### config.mk
export PLATFORM = sky130hd
export DESIGN_NAME = hsv_to_rgb_integer
export DESIGN_NICKNAME = d
export VERILOG_FILES = /design/src/hw/rtl/hsv2rgb_pkg.sv /design/src/hw/rtl/hsv_to_rgb_integer.sv
export SDC_FILE = /design/constraint.sdc
export NUM_CORES = 1
export LEC_CHECK = 0
export BUFFER_PORTS_ARGS = -buffer_cell sky130_fd_sc_hd__buf_2
export CORE_MARGIN = 2
export CORE_UTILIZATION = 65
export CTS_CLUSTER_SIZE = 40
export DETAILED_ROUTE_END_ITERATION = 6
export GPL_TIMING_DRIVEN = 0
export PLACE_DENSITY = 0.88
export SYNTH_ARGS = -nofsm -noshare
export SYNTH_HDL_FRONTEND = slang
export SYNTH_SLANG_ARGS = --single-unit
### constraint.sdc
create_clock -name clk -period 7.8 [get_ports clk]
set_input_delay 0.78 -clock clk [delete_from_list [all_inputs] [get_ports clk]]
set_output_delay 0.78 -clock clk [all_outputs]
set_load 0.005 [all_outputs]
### src/hw/rtl/hsv2rgb_pkg.sv
// Shared types and constants for the integer HSV to RGB converter.
// No dependencies.
package hsv2rgb_pkg;

  localparam int unsigned HueW  = 8;
  localparam int unsigned SatW  = 8;
  localparam int unsigned ChanW = 16;
  localparam int unsigned FracW = 8;
  localparam int unsigned RgnW  = 3;
  localparam int unsigned ProdW = ChanW + SatW;   // level times 8-bit factor

  localparam logic [SatW-1:0] FULL8 = 8'd255;

  // Hue sectors after hue*6 (red-yellow, yellow-green, ...); magenta-red is the default arm
  localparam logic [RgnW-1:0] SEG_RY = 3'd0;
  localparam logic [RgnW-1:0] SEG_YG = 3'd1;
  localparam logic [RgnW-1:0] SEG_GC = 3'd2;
  localparam logic [RgnW-1:0] SEG_CB = 3'd3;
  localparam logic [RgnW-1:0] SEG_BM = 3'd4;
  localparam logic [RgnW-1:0] SEG_MR = 3'd5;

  typedef struct packed {
    logic [HueW-1:0]  hue;
    logic [SatW-1:0]  saturation;
    logic [ChanW-1:0] brightness;
  } hsv_in_t;

  typedef struct packed {
    logic [ChanW-1:0] red;
    logic [ChanW-1:0] green;
    logic [ChanW-1:0] blue;
  } rgb_out_t;

endpackage

### src/hw/rtl/hsv_to_rgb_integer.sv
// Integer HSV to RGB converter, three-stage pipeline with valid/ready on both sides.
// Depends on hsv2rgb_pkg.
//
// Stages: 3 register stages; out_valid is driven by the stage-3 valid bit.
// Throughput: one item per cycle while out_ready is high; the stage-2 8x16 multipliers set the critical path.
// Reset: rst_n synchronous, active low; clears all stage valid bits, payload is not reset.
module hsv_to_rgb_integer (
  input  logic                    clk,
  input  logic                    rst_n,
  input  logic                    in_valid,
  output logic                    in_ready,
  input  hsv2rgb_pkg::hsv_in_t    in_item,
  output logic                    out_valid,
  input  logic                    out_ready,
  output hsv2rgb_pkg::rgb_out_t   out_item
);

  // ---------------------------------------------------------------------------
  // Stall chain: a stage takes new data when it is empty or its successor moves.
  // ---------------------------------------------------------------------------
  logic v1_r, v2_r, v3_r;
  logic rdy1, rdy2, rdy3;

  assign rdy3     = !v3_r || out_ready;
  assign rdy2     = !v2_r || rdy3;
  assign rdy1     = !v1_r || rdy2;
  assign in_ready = rdy1;

  // ---------------------------------------------------------------------------
  // Stage 1: hue*6 (shift-add) into sector and fraction, then the two
  // saturation-by-fraction products that shape the crossfades.
  // ---------------------------------------------------------------------------
  logic [hsv2rgb_pkg::RgnW+hsv2rgb_pkg::FracW-1:0] scaled;
  logic [hsv2rgb_pkg::FracW-1:0]                   frac;
  logic [2*hsv2rgb_pkg::SatW-1:0]                  sf_nxt, sr_nxt;

  assign scaled = {1'b0, in_item.hue, 2'b00} + {2'b00, in_item.hue, 1'b0};
  assign frac   = scaled[hsv2rgb_pkg::FracW-1:0];
  assign sf_nxt = in_item.saturation * frac;
  assign sr_nxt = in_item.saturation * (hsv2rgb_pkg::FULL8 - frac);

  logic [hsv2rgb_pkg::RgnW-1:0]   rgn1_r;
  logic [2*hsv2rgb_pkg::SatW-1:0] sf1_r, sr1_r;
  logic [hsv2rgb_pkg::SatW-1:0]   sat1_r;
  logic [hsv2rgb_pkg::ChanW-1:0]  lvl1_r;

  always_ff @(posedge clk) begin
    if (!rst_n) begin
      v1_r <= 1'b0;
    end else if (rdy1) begin
      v1_r <= in_valid;
    end
    if (in_valid && rdy1) begin
      rgn1_r <= scaled[hsv2rgb_pkg::RgnW+hsv2rgb_pkg::FracW-1:hsv2rgb_pkg::FracW];
      sf1_r  <= sf_nxt;
      sr1_r  <= sr_nxt;
      sat1_r <= in_item.saturation;
      lvl1_r <= in_item.brightness;
    end
  end

  // ---------------------------------------------------------------------------
  // Stage 2: three level-by-factor products (floor, falling, rising).
  // Each factor is 255 minus an 8-bit term, so it never underflows.
  // ---------------------------------------------------------------------------
  logic [hsv2rgb_pkg::SatW-1:0]  fac_fl, fac_fa, fac_ri;
  logic [hsv2rgb_pkg::ProdW-1:0] pfl_nxt, pfa_nxt, pri_nxt;

  assign fac_fl  = hsv2rgb_pkg::FULL8 - sat1_r;
  assign fac_fa  = hsv2rgb_pkg::FULL8 - sf1_r[2*hsv2rgb_pkg::SatW-1:hsv2rgb_pkg::SatW];
  assign fac_ri  = hsv2rgb_pkg::FULL8 - sr1_r[2*hsv2rgb_pkg::SatW-1:hsv2rgb_pkg::SatW];
  assign pfl_nxt = lvl1_r * fac_fl;
  assign pfa_nxt = lvl1_r * fac_fa;
  assign pri_nxt = lvl1_r * fac_ri;

  logic [hsv2rgb_pkg::RgnW-1:0]  rgn2_r;
  logic                          grey2_r;
  logic [hsv2rgb_pkg::ChanW-1:0] lvl2_r;
  logic [hsv2rgb_pkg::ProdW-1:0] pfl2_r, pfa2_r, pri2_r;

  always_ff @(posedge clk) begin
    if (!rst_n) begin
      v2_r <= 1'b0;
    end else if (rdy2) begin
      v2_r <= v1_r;
    end
    if (v1_r && rdy2) begin
      rgn2_r  <= rgn1_r;
      grey2_r <= (sat1_r == '0);
      lvl2_r  <= lvl1_r;
      pfl2_r  <= pfl_nxt;
      pfa2_r  <= pfa_nxt;
      pri2_r  <= pri_nxt;
    end
  end

  // ---------------------------------------------------------------------------
  // Stage 3: drop the low byte and route shapes to channels by sector.
  // Grey items bypass the shapes entirely.
  // ---------------------------------------------------------------------------
  logic [hsv2rgb_pkg::ChanW-1:0] flr, fal, ris;
  hsv2rgb_pkg::rgb_out_t         rgb_nxt;
  hsv2rgb_pkg::rgb_out_t         rgb_r;

  assign flr = pfl2_r[hsv2rgb_pkg::ProdW-1:hsv2rgb_pkg::SatW];
  assign fal = pfa2_r[hsv2rgb_pkg::ProdW-1:hsv2rgb_pkg::SatW];
  assign ris = pri2_r[hsv2rgb_pkg::ProdW-1:hsv2rgb_pkg::SatW];

  always_comb begin
    rgb_nxt.red   = flr;
    rgb_nxt.green = flr;
    rgb_nxt.blue  = flr;
    if (grey2_r) begin
      rgb_nxt.red   = lvl2_r;
      rgb_nxt.green = lvl2_r;
      rgb_nxt.blue  = lvl2_r;
    end else begin
      case (rgn2_r)
        hsv2rgb_pkg::SEG_RY: begin
          rgb_nxt.red   = lvl2_r;
          rgb_nxt.green = ris;
        end
        hsv2rgb_pkg::SEG_YG: begin
          rgb_nxt.red   = fal;
          rgb_nxt.green = lvl2_r;
        end
        hsv2rgb_pkg::SEG_GC: begin
          rgb_nxt.green = lvl2_r;
          rgb_nxt.blue  = ris;
        end
        hsv2rgb_pkg::SEG_CB: begin
          rgb_nxt.green = fal;
          rgb_nxt.blue  = lvl2_r;
        end
        hsv2rgb_pkg::SEG_BM: begin
          rgb_nxt.red  = ris;
          rgb_nxt.blue = lvl2_r;
        end
        default: begin      // magenta-red sector and anything above it
          rgb_nxt.red  = lvl2_r;
          rgb_nxt.blue = fal;
        end
      endcase
    end
  end

  always_ff @(posedge clk) begin
    if (!rst_n) begin
      v3_r <= 1'b0;
    end else if (rdy3) begin
      v3_r <= v2_r;
    end
    if (v2_r && rdy3) begin
      rgb_r <= rgb_nxt;
    end
  end

  assign out_valid = v3_r;
  assign out_item  = rgb_r;

`ifndef ASSERT_OFF
  // hue*6 of an 8-bit hue never reaches past the magenta-red sector
  a_rgn_range: assert property (@(posedge clk) disable iff (!rst_n)
    v1_r |-> (rgn1_r <= hsv2rgb_pkg::SEG_MR))
    else $error("sector out of range");

  // a blocked stage 2 keeps its products
  a_s2_hold: assert property (@(posedge clk) disable iff (!rst_n)
    (v2_r && !rdy3) |=> (v2_r && $stable(pfl2_r) && $stable(pfa2_r) && $stable(pri2_r)))
    else $error("stage 2 lost data under stall");

  // grey item leaves with equal channels
  a_grey_eq: assert property (@(posedge clk) disable iff (!rst_n)
    (v2_r && rdy3 && grey2_r) |=>
      (rgb_r.red == rgb_r.green && rgb_r.green == rgb_r.blue))
    else $error("grey item with unequal channels");

  // reset empties the output
  a_rst_empty: assert property (@(posedge clk)
    !rst_n |=> !out_valid)
    else $error("output valid after reset");
`endif

endmodule
# ---- Word level (Yosys, flattened, before mapping)
# Index checks and enable logic that the tools add are counted.
dict set report totals {
  reg_bits 202
  output_inout_bits 50
  word_cells 50
}
dict set report classes {
  add_sub_neg 5
  n_mul 5
  n_eq_ne 4
  muxes 4
  n_reduce_logical 15
}
# op count
set ops {}
lappend ops {{16-bit one-hot mux with 3 select lines} 3}
lappend ops {{16-bit by 8-bit multiplier with 24-bit output} 3}
lappend ops {{48-bit two-way mux} 1}
lappend ops {{8-bit subtractor (first input constant)} 3}
lappend ops {{8-bit by 8-bit multiplier with 16-bit output} 1}
lappend ops {{9-bit by 9-bit multiplier with 16-bit output} 1}
lappend ops {{10-bit by 9-bit adder with 11-bit output} 1}
lappend ops {{8-bit by 8-bit subtractor with 9-bit output (first input constant)} 1}
lappend ops {{8-bit zero test} 1}
lappend ops {{2-bit OR reduction} 4}
lappend ops {{3-bit by 2-bit == test with 1-bit output (second input constant)} 2}
lappend ops {{3-bit by 1-bit == test with 1-bit output (second input constant)} 1}
lappend ops {{3-bit == test (second input constant)} 1}
lappend ops {{1-bit logical AND} 3}
lappend ops {{1-bit zero test} 3}
lappend ops {{3-bit zero test} 1}
lappend ops {{1-bit logical OR} 3}

# ---- Longest topological paths before layout
# Gate-level depths: netlist of the first run.
dict set report depth {
  depth_word 5
  depth_mapped 24
  depth_no_buf 23
}

# ---- Worst setup path before layout of the first run
# OpenSTA, ideal clock, no wires.
dict set report synth_timing {
  kind {input -> register}
  start {in out_ready}
  end {reg grey2_r, enable pin}
  setup_ns 0.598
  t_arrival_ns 5.823
  required_ns 7.202
  setup_slack_ns 1.379
  path_stages 2
  n_path_buf 0
  cell_sequence {nor2b_1 > a21boi_0}
}
dict set report synth_between {
  elab_chain_len 3
}
# element line
set synth_rtl {}
lappend synth_rtl {{start, declared} hsv_to_rgb_integer.sv:14} ;# input logic out_ready,
lappend synth_rtl {{1-bit logical OR} hsv_to_rgb_integer.sv:24} ;# assign rdy3 = !v3_r || out_ready;
lappend synth_rtl {{1-bit logical OR} hsv_to_rgb_integer.sv:25} ;# assign rdy2 = !v2_r || rdy3;
lappend synth_rtl {{1-bit logical AND} hsv_to_rgb_integer.sv:87} ;# if (v1_r && rdy2) begin
lappend synth_rtl {{end signal, assigned} hsv_to_rgb_integer.sv:89} ;# grey2_r <= (sat1_r == '0);
lappend synth_rtl {{end, declared} hsv_to_rgb_integer.sv:77} ;# logic grey2_r;
# Every way passes these cells.
# A chain may end at the register's enable or synchronous reset.

# ---- Worst setup path in the final report of the first run
dict set report layout_timing {
  start {in in_item[24] in the netlist's numbering}
  end {reg sf1_r[15] in the netlist's numbering (data pin)}
}
dict set report layout_between {
  elab_chain_len 2
}
# element line
set layout_rtl {}
lappend layout_rtl {{start, declared} hsv_to_rgb_integer.sv:12} ;# input hsv2rgb_pkg::hsv_in_t in_item,
lappend layout_rtl {{10-bit by 9-bit adder with 11-bit output} hsv_to_rgb_integer.sv:37} ;# assign scaled = {1'b0, in_item.hue, 2'b00} + {2'b00, in_item.hue, 1'b0};
lappend layout_rtl {{8-bit by 8-bit multiplier with 16-bit output} hsv_to_rgb_integer.sv:39} ;# assign sf_nxt = in_item.saturation * frac;
lappend layout_rtl {{net sf_nxt (one bit)} hsv_to_rgb_integer.sv:35} ;# logic [2*hsv2rgb_pkg::SatW-1:0] sf_nxt, sr_nxt;
lappend layout_rtl {{end signal, assigned} hsv_to_rgb_integer.sv:55} ;# sf1_r <= sf_nxt;
lappend layout_rtl {{end, declared} hsv_to_rgb_integer.sv:43} ;# logic [2*hsv2rgb_pkg::SatW-1:0] sf1_r, sr1_r;
# The timed path passes the listed nets, and every way through them passes these cells.

==> results summary, run 1 <==
In this run the most used layer during global routing was met2. After synthesis, the netlist uses 63 different library cells. Between clock sinks in the finished design, the worst skew comes to 26.9 ps.

The layout overhead on the synthesized area came out at 7.40%. The number of detailed-route iterations in the first pass is 7. The final-report hold violation count came to 0. Along the worst hold path, the cell count comes to 1. The number of max-slew violations in the final report is 0. In this run the critical register-to-register path is captured at pfl2_r[14]. The maximum number of pins on one net before global-route repair came out at 43. After synthesis, the cell types taking the most area are sky130_fd_sc_hd__fa_1 (28%), sky130_fd_sc_hd__edfxtp_1 (22%), sky130_fd_sc_hd__ha_1 (11%). The average routed wire per standard cell is 20.4 µm. The CTS buffer count is 17. The timing startpoint of the critical path is in_item[24]. The category of the worst setup path capture point is a flip-flop. The share of the Yosys chip area taken by registers is 0.218.

The final worst-path cycle share came out at 0.827. The later pin in the worst-skew pair is clocked with a latency of 470 ps. The synthesized design spends more area on one cell type than any other, namely sky130_fd_sc_hd__fa_1. The number of global-route vias before repair came to 17595. For this block, the routed nets add up to 56700 µm of wire. The post-layout minimum cycle time is 6450 ps. The wire length of the first global-routing pass is 91700 µm.

The synthesized area came out at 22200 µm². The worst-case clock buffer depth came out at 2. The initial antenna violation count is 1. Hold timing on the final database bottoms out at a slack of 496 ps. After technology mapping, the gate count stands at 2211. The area of the placeable core is 33500 µm².

The total half-perimeter wirelength after legalization and detailed placement is 45100 µm. Among all flip-flop cells after synthesis, the most frequent one is sky130_fd_sc_hd__edfxtp_1. In the synthesized netlist the async set-or-reset flop fraction comes to 0. After clock tree synthesis, the clock-pin slew on the worst setup and hold paths is 90 ps.

The worst pin sits at a relative slew slack of 0.364. The number of diodes is 0. The number of standard-cell rows in the floorplan came out at 67. Measured along the y axis, the die boundary spans 189 µm. TritonCTS built the clock tree. STA classifies the critical path startpoint as an input pin. The number of synthesized flops with an enable pin came out at 159.

The number of storage elements in the synthesis netlist is 162. The floorplan die area came out at 35600 µm². For this configuration, the core starts out at a cell density of 0.661. The number of max-capacitance violations reported came out at 0. The number of buffers added on ports came out at 85. Setup repair after global routing left no endpoint under its margin. The worst-margin pin slew came out at 954 ps. The met2 usage in global routing came out at 0.555. The net count after synthesis is 2762.

The floorplan step set the die width to 189 µm. The all-layer global routing usage is 0.335. The number of H-tree levels came out at 4. The post-detailed-route count of antenna-violating nets came out at 0.

The worst min-delay path category is input pin to flip-flop. Setup violations remaining at the end of the flow were counted as 0. After synthesis, the most frequently instantiated cells are sky130_fd_sc_hd__inv_1 (356), sky130_fd_sc_hd__fa_1 (315), sky130_fd_sc_hd__nand2b_1 (228). The share of the synthesized area in the top cell type is 0.284. For this run, the number of Yosys warnings is 0. Using the TritonRoute via totals, the vias-per-cell ratio works out to 5.93. Setup slack on the worst reg-to-reg path comes out at 1530 ps. The average instance in the mapped netlist occupies 10.0 µm². For hold timing, the worst endpoint is lvl1_r[0].

The endpoint required time on the critical path came out at 8000 ps. Routability-driven placement finished with a final weighted congestion of 0.972. The worst register-to-register path begins at lvl1_r[0].

After detailed routing, the number of remaining DRC violations is 0. In this run the worst path has a maximum fanout of 10. The number of fillers in the final layout is 2353. The most common cell in the synthesized netlist is sky130_fd_sc_hd__inv_1. The post-CTS setup-driven buffer insertion count is 0.

The number of cells on the worst reg-to-reg path came out at 18. The fraction of layout cells with a size suffix above 1 came out at 0.0587. The fmax is 155 MHz.

The top-level port count came out at 86. The number of clock sinks is 162. In this run the clock root is driven by a sky130_fd_sc_hd__clkbuf_16.

For this design, the CTS-stage hold fixing added 0 buffers. The net count reported at finish came out at 2870. The post-cts repair resize count came out at 0. The fraction of met3 tracks used by global routing came out at 0.0536. The critical path is of the input pin to flip-flop type.

The flow ran to the end, and the final reports show no timing, DRC or antenna violations. The signal arrival time at the worst endpoint is 6650 ps. The startpoint identified for the worst hold timing path is in_item[0]. The total congestion overflow after global routing came out at 0. The via count is 16491. The number of DRC violations after detailed-routing iteration 0 came out at 1695. The global-route met1 utilization came out at 0.418.
[cell type report]
cell class                 instances  area, µm²  share of cell area
inverter                         356       1340              0.0561
tap                              448        561              0.0235
buffer                           100        375              0.0158
timing repair buffer              89        513              0.0215
multi-input combinational       1593      15700               0.658
clock inverter                    13        101             0.00426
clock buffer                      19        433              0.0182
sequential                       162       4830               0.203
[cells in the final DEF (no fill, tap or decap), types with 20 or more instances in the layout]
cell                       instances
sky130_fd_sc_hd__nor2b_1         184
sky130_fd_sc_hd__and2_1           44
sky130_fd_sc_hd__nand2b_1        228
sky130_fd_sc_hd__ha_1            200
sky130_fd_sc_hd__xor2_1           20
sky130_fd_sc_hd__clkbuf_1         98
sky130_fd_sc_hd__mux2i_1          64
sky130_fd_sc_hd__buf_2            85
sky130_fd_sc_hd__xnor2_1          39
sky130_fd_sc_hd__a21oi_1          95
sky130_fd_sc_hd__fa_1            315
sky130_fd_sc_hd__inv_1           356
sky130_fd_sc_hd__o21ai_0          41
sky130_fd_sc_hd__nor2_1          118
sky130_fd_sc_hd__nand2_1          55
sky130_fd_sc_hd__edfxtp_1        159
sky130_fd_sc_hd__o22a_1           32
[state kept, by name, indices dropped and copies added (netlist names), 7 cells and up]
register  cells
lvl1_r       16
lvl2_r       16
out_item     48
pfa2_r       16
pfl2_r       16
pri2_r       16
sat1_r        7
sf1_r         8
sr1_r         9
[cell families after synthesis]
logic type,share of synthesized area
and+or+nand+nor,0.174
adders and majority gates,0.397
buffers and inverters,0.0772
AOI/OAI and AO/OA,0.0805
DFF,0.218
muxes,0.0294
xor gates and xnor gates,0.0233
[metrics by stage]
| step | area (µm²) | std cells | setup slack, ps | setup TNS [ps] | util |
|---|---|---|---|---|---|
| final | 23800 | 2780 | 1350 | 0 | 0.710 |
| after global routing | 23800 | 2780 | 998 | 0 | 0.710 |
| after CTS | 23800 | 2780 | 1380 | 0 | 0.710 |
| after detailed placement | 23300 | 2748 | 950 | 0 | 0.694 |
| after global placement | 23200 | 2744 | -194 | -12660 | 0.691 |
| after floorplan | 22200 | 2211 | 1380 | 0 | - |
[worst max-delay path: stages]
cell                       delay [ps]
sky130_fd_sc_hd__buf_2            150
sky130_fd_sc_hd__ha_1             190
sky130_fd_sc_hd__inv_1             60
sky130_fd_sc_hd__fa_1             430
sky130_fd_sc_hd__inv_1             80
sky130_fd_sc_hd__a21o_1           100
sky130_fd_sc_hd__a21oi_1           90
sky130_fd_sc_hd__xnor2_1          550
sky130_fd_sc_hd__clkbuf_1         440
sky130_fd_sc_hd__nand2_1          150
sky130_fd_sc_hd__fa_1             440
sky130_fd_sc_hd__fa_1             550
sky130_fd_sc_hd__fa_1             440
sky130_fd_sc_hd__fa_1             500
sky130_fd_sc_hd__inv_1             50
sky130_fd_sc_hd__ha_1             310
sky130_fd_sc_hd__a21o_1           170
sky130_fd_sc_hd__a31oi_1          410
sky130_fd_sc_hd__o211ai_1         200
sky130_fd_sc_hd__a31o_2           280
sky130_fd_sc_hd__a21oi_1          190
sky130_fd_sc_hd__xnor2_1           80
[worst max path at each step]
stage            endpoint  cells after the start
2_1_floorplan     grey2_r                      2
3_3_place_gp   pfl2_r[23]                      3
3_5_place_dp    sf1_r[15]                     22
4_1_cts         sf1_r[15]                     22
5_1_grt         sf1_r[15]                     22
6_report        sf1_r[15]                     22
[layer usage]
layer | up-vias | part of all wire
met5 | - | 0.00023
met4 | 2 | 0.066
met3 | 223 | 0.082
met2 | 903 | 0.47
met1 | 8035 | 0.38
li1 | 7328 | -
Power of run 1 is not shown: default switching activity piles up to over one toggle a cycle in this logic, so the estimate is an artifact.
==> run 2: changes to the inputs <==
Clock period 7.8 ns to 6.1 ns, I/O delays scaled along.
==> results summary, run 2 (synthesis results as in run 1) <==
The via count was 16437 (-0.33%). The number of diodes came out at 0 (unchanged). The number of max-slew violations in the final report came out at 0 (unchanged). In this run the worst hold path is classified as input pin to flip-flop. The total congestion overflow after global routing came out at 0 (unchanged).

The number of buffers added on ports was 85 (unchanged). The library cell used most frequently in the layout, excluding fill and tap cells, is sky130_fd_sc_hd__inv_1. The design area came out at 23900 µm² (+0.50%).

Counting stages on the worst path, the most repeated cell is sky130_fd_sc_hd__fa_1. The floorplan die area came out at 35600 µm² (unchanged). The placed instance area came to 23300 µm² (about the same). The top cell types in the final layout, fill and taps aside, are sky130_fd_sc_hd__inv_1 (356), sky130_fd_sc_hd__fa_1 (315), sky130_fd_sc_hd__nand2b_1 (228).

The endpoint required time on the critical path is 6320 ps (-1680 ps). The final worst-path cycle share came out at 0.970. On the critical path the largest part of the delay comes from adder cells. The width of the die is 189 µm (unchanged). The setup-violating endpoint count in the final report came out at 0 (unchanged). The all-layer global routing usage is 0.332 (-0.00317). The post-layout minimum cycle time is 5920 ps. The clock input transition at the sequential cells of the worst setup and hold paths is 70 ps (-20 ps). The height of the die is 189 µm (unchanged). The number of remaining DRC errors is 0 (unchanged). The number of standard-cell rows in the floorplan is 67 (unchanged). The signal arrival time at the worst endpoint came out at 6130 ps (-520 ps). The worst-margin pin slew was 955 ps (+0.604 ps). TritonCTS built the clock tree. The effective utilization at floorplan is 0.661 (unchanged). The fmax came out at 169 MHz. The number of clock sinks came out at 162 (unchanged). The area of the placeable core came out at 33500 µm² (unchanged). The worst clock skew is 13.9 ps (-13.0 ps). The wire length of the first global-routing pass came out at 91400 µm (-0.35%). The final-report hold violation count is 0 (unchanged). The final estimated routing congestion in global placement is 0.935 (-3.9%). The combined buffer and inverter count along the critical path came out at 5 (unchanged). The average routed wire per standard cell is 20.2 µm (-0.94%). The total half-perimeter wirelength after legalization and detailed placement is 45500 µm (+0.79%). The sequential standard cell area is 4830 µm² (unchanged). The number of fillers in the final layout came out at 2350 (-0.13%). STA classifies the critical path endpoint as a flip-flop. The highest cell delay on the worst timing path came out at 510 ps (-40 ps). The master cell of the clock root buffer is sky130_fd_sc_hd__clkbuf_16. The worst-case clock buffer depth was 2 (unchanged). The critical path start-end classification is input pin to flip-flop. The quantity of hold-fixing buffers added after cts is 0 (unchanged). The number of flip-flops in the largest register was 48 (unchanged). The fraction of layout cells with a size suffix above 1 came out at 0.0673 (+0.00858). The number of H-tree levels is 4 (unchanged). The top-level port count is 86 (unchanged).

The worst max-slew margin expressed relative to the limit is 0.364 (-0.000402). The signal on the critical path passes through buf_2, ha_1, inv_1, fa_1, xnor2_1, clkbuf_4, nor2_1, fa_1, fa_1, inv_1, fa_1, fa_1, inv_1, ha_1, or2_2, a311o_1, a211o_1, a211oi_2, o31ai_1, a21oi_1, xnor2_1. Setup repair after global routing could not meet its margin everywhere. The number of global-route vias before repair came out at 17805 (+1.2%). The CTS buffer count came out at 17 (unchanged). The number of max-capacitance violations reported came out at 0 (unchanged). The flow ran to the end, and the final reports show no timing, DRC or antenna violations. The number of detailed-route iterations in the first pass is 5 (-2). The routed wire length is 56100 µm (-0.94%).

The post-CTS setup-driven buffer insertion count came out at 0 (unchanged). The combined area of the multi-input logic cells came out at 15700 µm² (+0.35%). The number of DRC violations after detailed-routing iteration 0 came out at 1226 (-28%).

The clock latency reported for the late side of the worst-skew pair is 460 ps (about the same). The maximum net fanout on the critical path is 10 (unchanged). The post-detailed-route via-to-cell ratio came to 5.91 (-0.33%).

The net count reported at finish is 2870 (unchanged). The initial antenna violation count was 2 (+1). From synthesis to final layout, the design area changed by 7.94%. The post-detailed-route count of antenna-violating nets came out at 0 (unchanged). The critical path launch point type is an input pin. The largest individual stage delay along the critical path comes from the cell sky130_fd_sc_hd__fa_1. The maximum number of pins on one net before global-route repair is 42 (-2.3%).
-- run 2: final timing paths --
path                                   from    endpoint  slack (ps)  cells after the start
worst min-delay path             in_item[2]   lvl1_r[2]         320                      1
worst max register to register    lvl1_r[5]  pri2_r[22]         300                     16
worst max-delay path            in_item[24]   sr1_r[15]         180                     21
worst min register to register         v1_r        v2_r         580                      2
-- run 2: per-layer routing --
metal | GRT usage | part of all wire
met1 | 0.412 | 0.39
met2 | 0.567 | 0.48
met3 | 0.0566 | 0.078
met4 | 0.157 | 0.052
met5 | 0 | 0
-- run 2: what timing repair did --
action | in CTS | in global routing
pin swaps | 0 | 0
resized for setup | 2 | 28
endpoints found under the setup margin | 3 | 19
-- run 2: layout make-up --
| cell class | instances | area share |
|---|---|---|
| buffer | 100 | 0.0164 |
| tap | 448 | 0.0234 |
| sequential | 162 | 0.202 |
| clock buffer | 18 | 0.0179 |
| multi-input combinational | 1593 | 0.657 |
| inverter | 356 | 0.0558 |
| clock inverter | 14 | 0.00669 |
| timing repair buffer | 89 | 0.0211 |
-- run 2: worst register-to-register path, delay by kind of cell (launching register included) --
kind | cells | cell delay, ps
adder cells (fa/ha/maj) | 5 | 2190
flip-flops | 1 | 620
buffers and inverters | 3 | 690
AO/OA/AOI/OAI | 6 | 1820
AND/OR/NAND/NOR | 2 | 360
-- run 2: metrics by stage --
step | setup TNS, ps | setup WS, ps | utilization | hold slack, ps | std cells
floorplan | 0 | 460 | - | 400 | 2211
global placement | -2320 | -491 | 0.691 | 515 | 2744
detailed placement | -3360 | -606 | 0.694 | 571 | 2748
CTS | 0 | 1.54 | 0.712 | 301 | 2780
global route | -60.8 | -36.4 | 0.714 | 312 | 2780
finish | 0 | 182 | 0.714 | 320 | 2780
Power of run 2 is left out for the same reason.
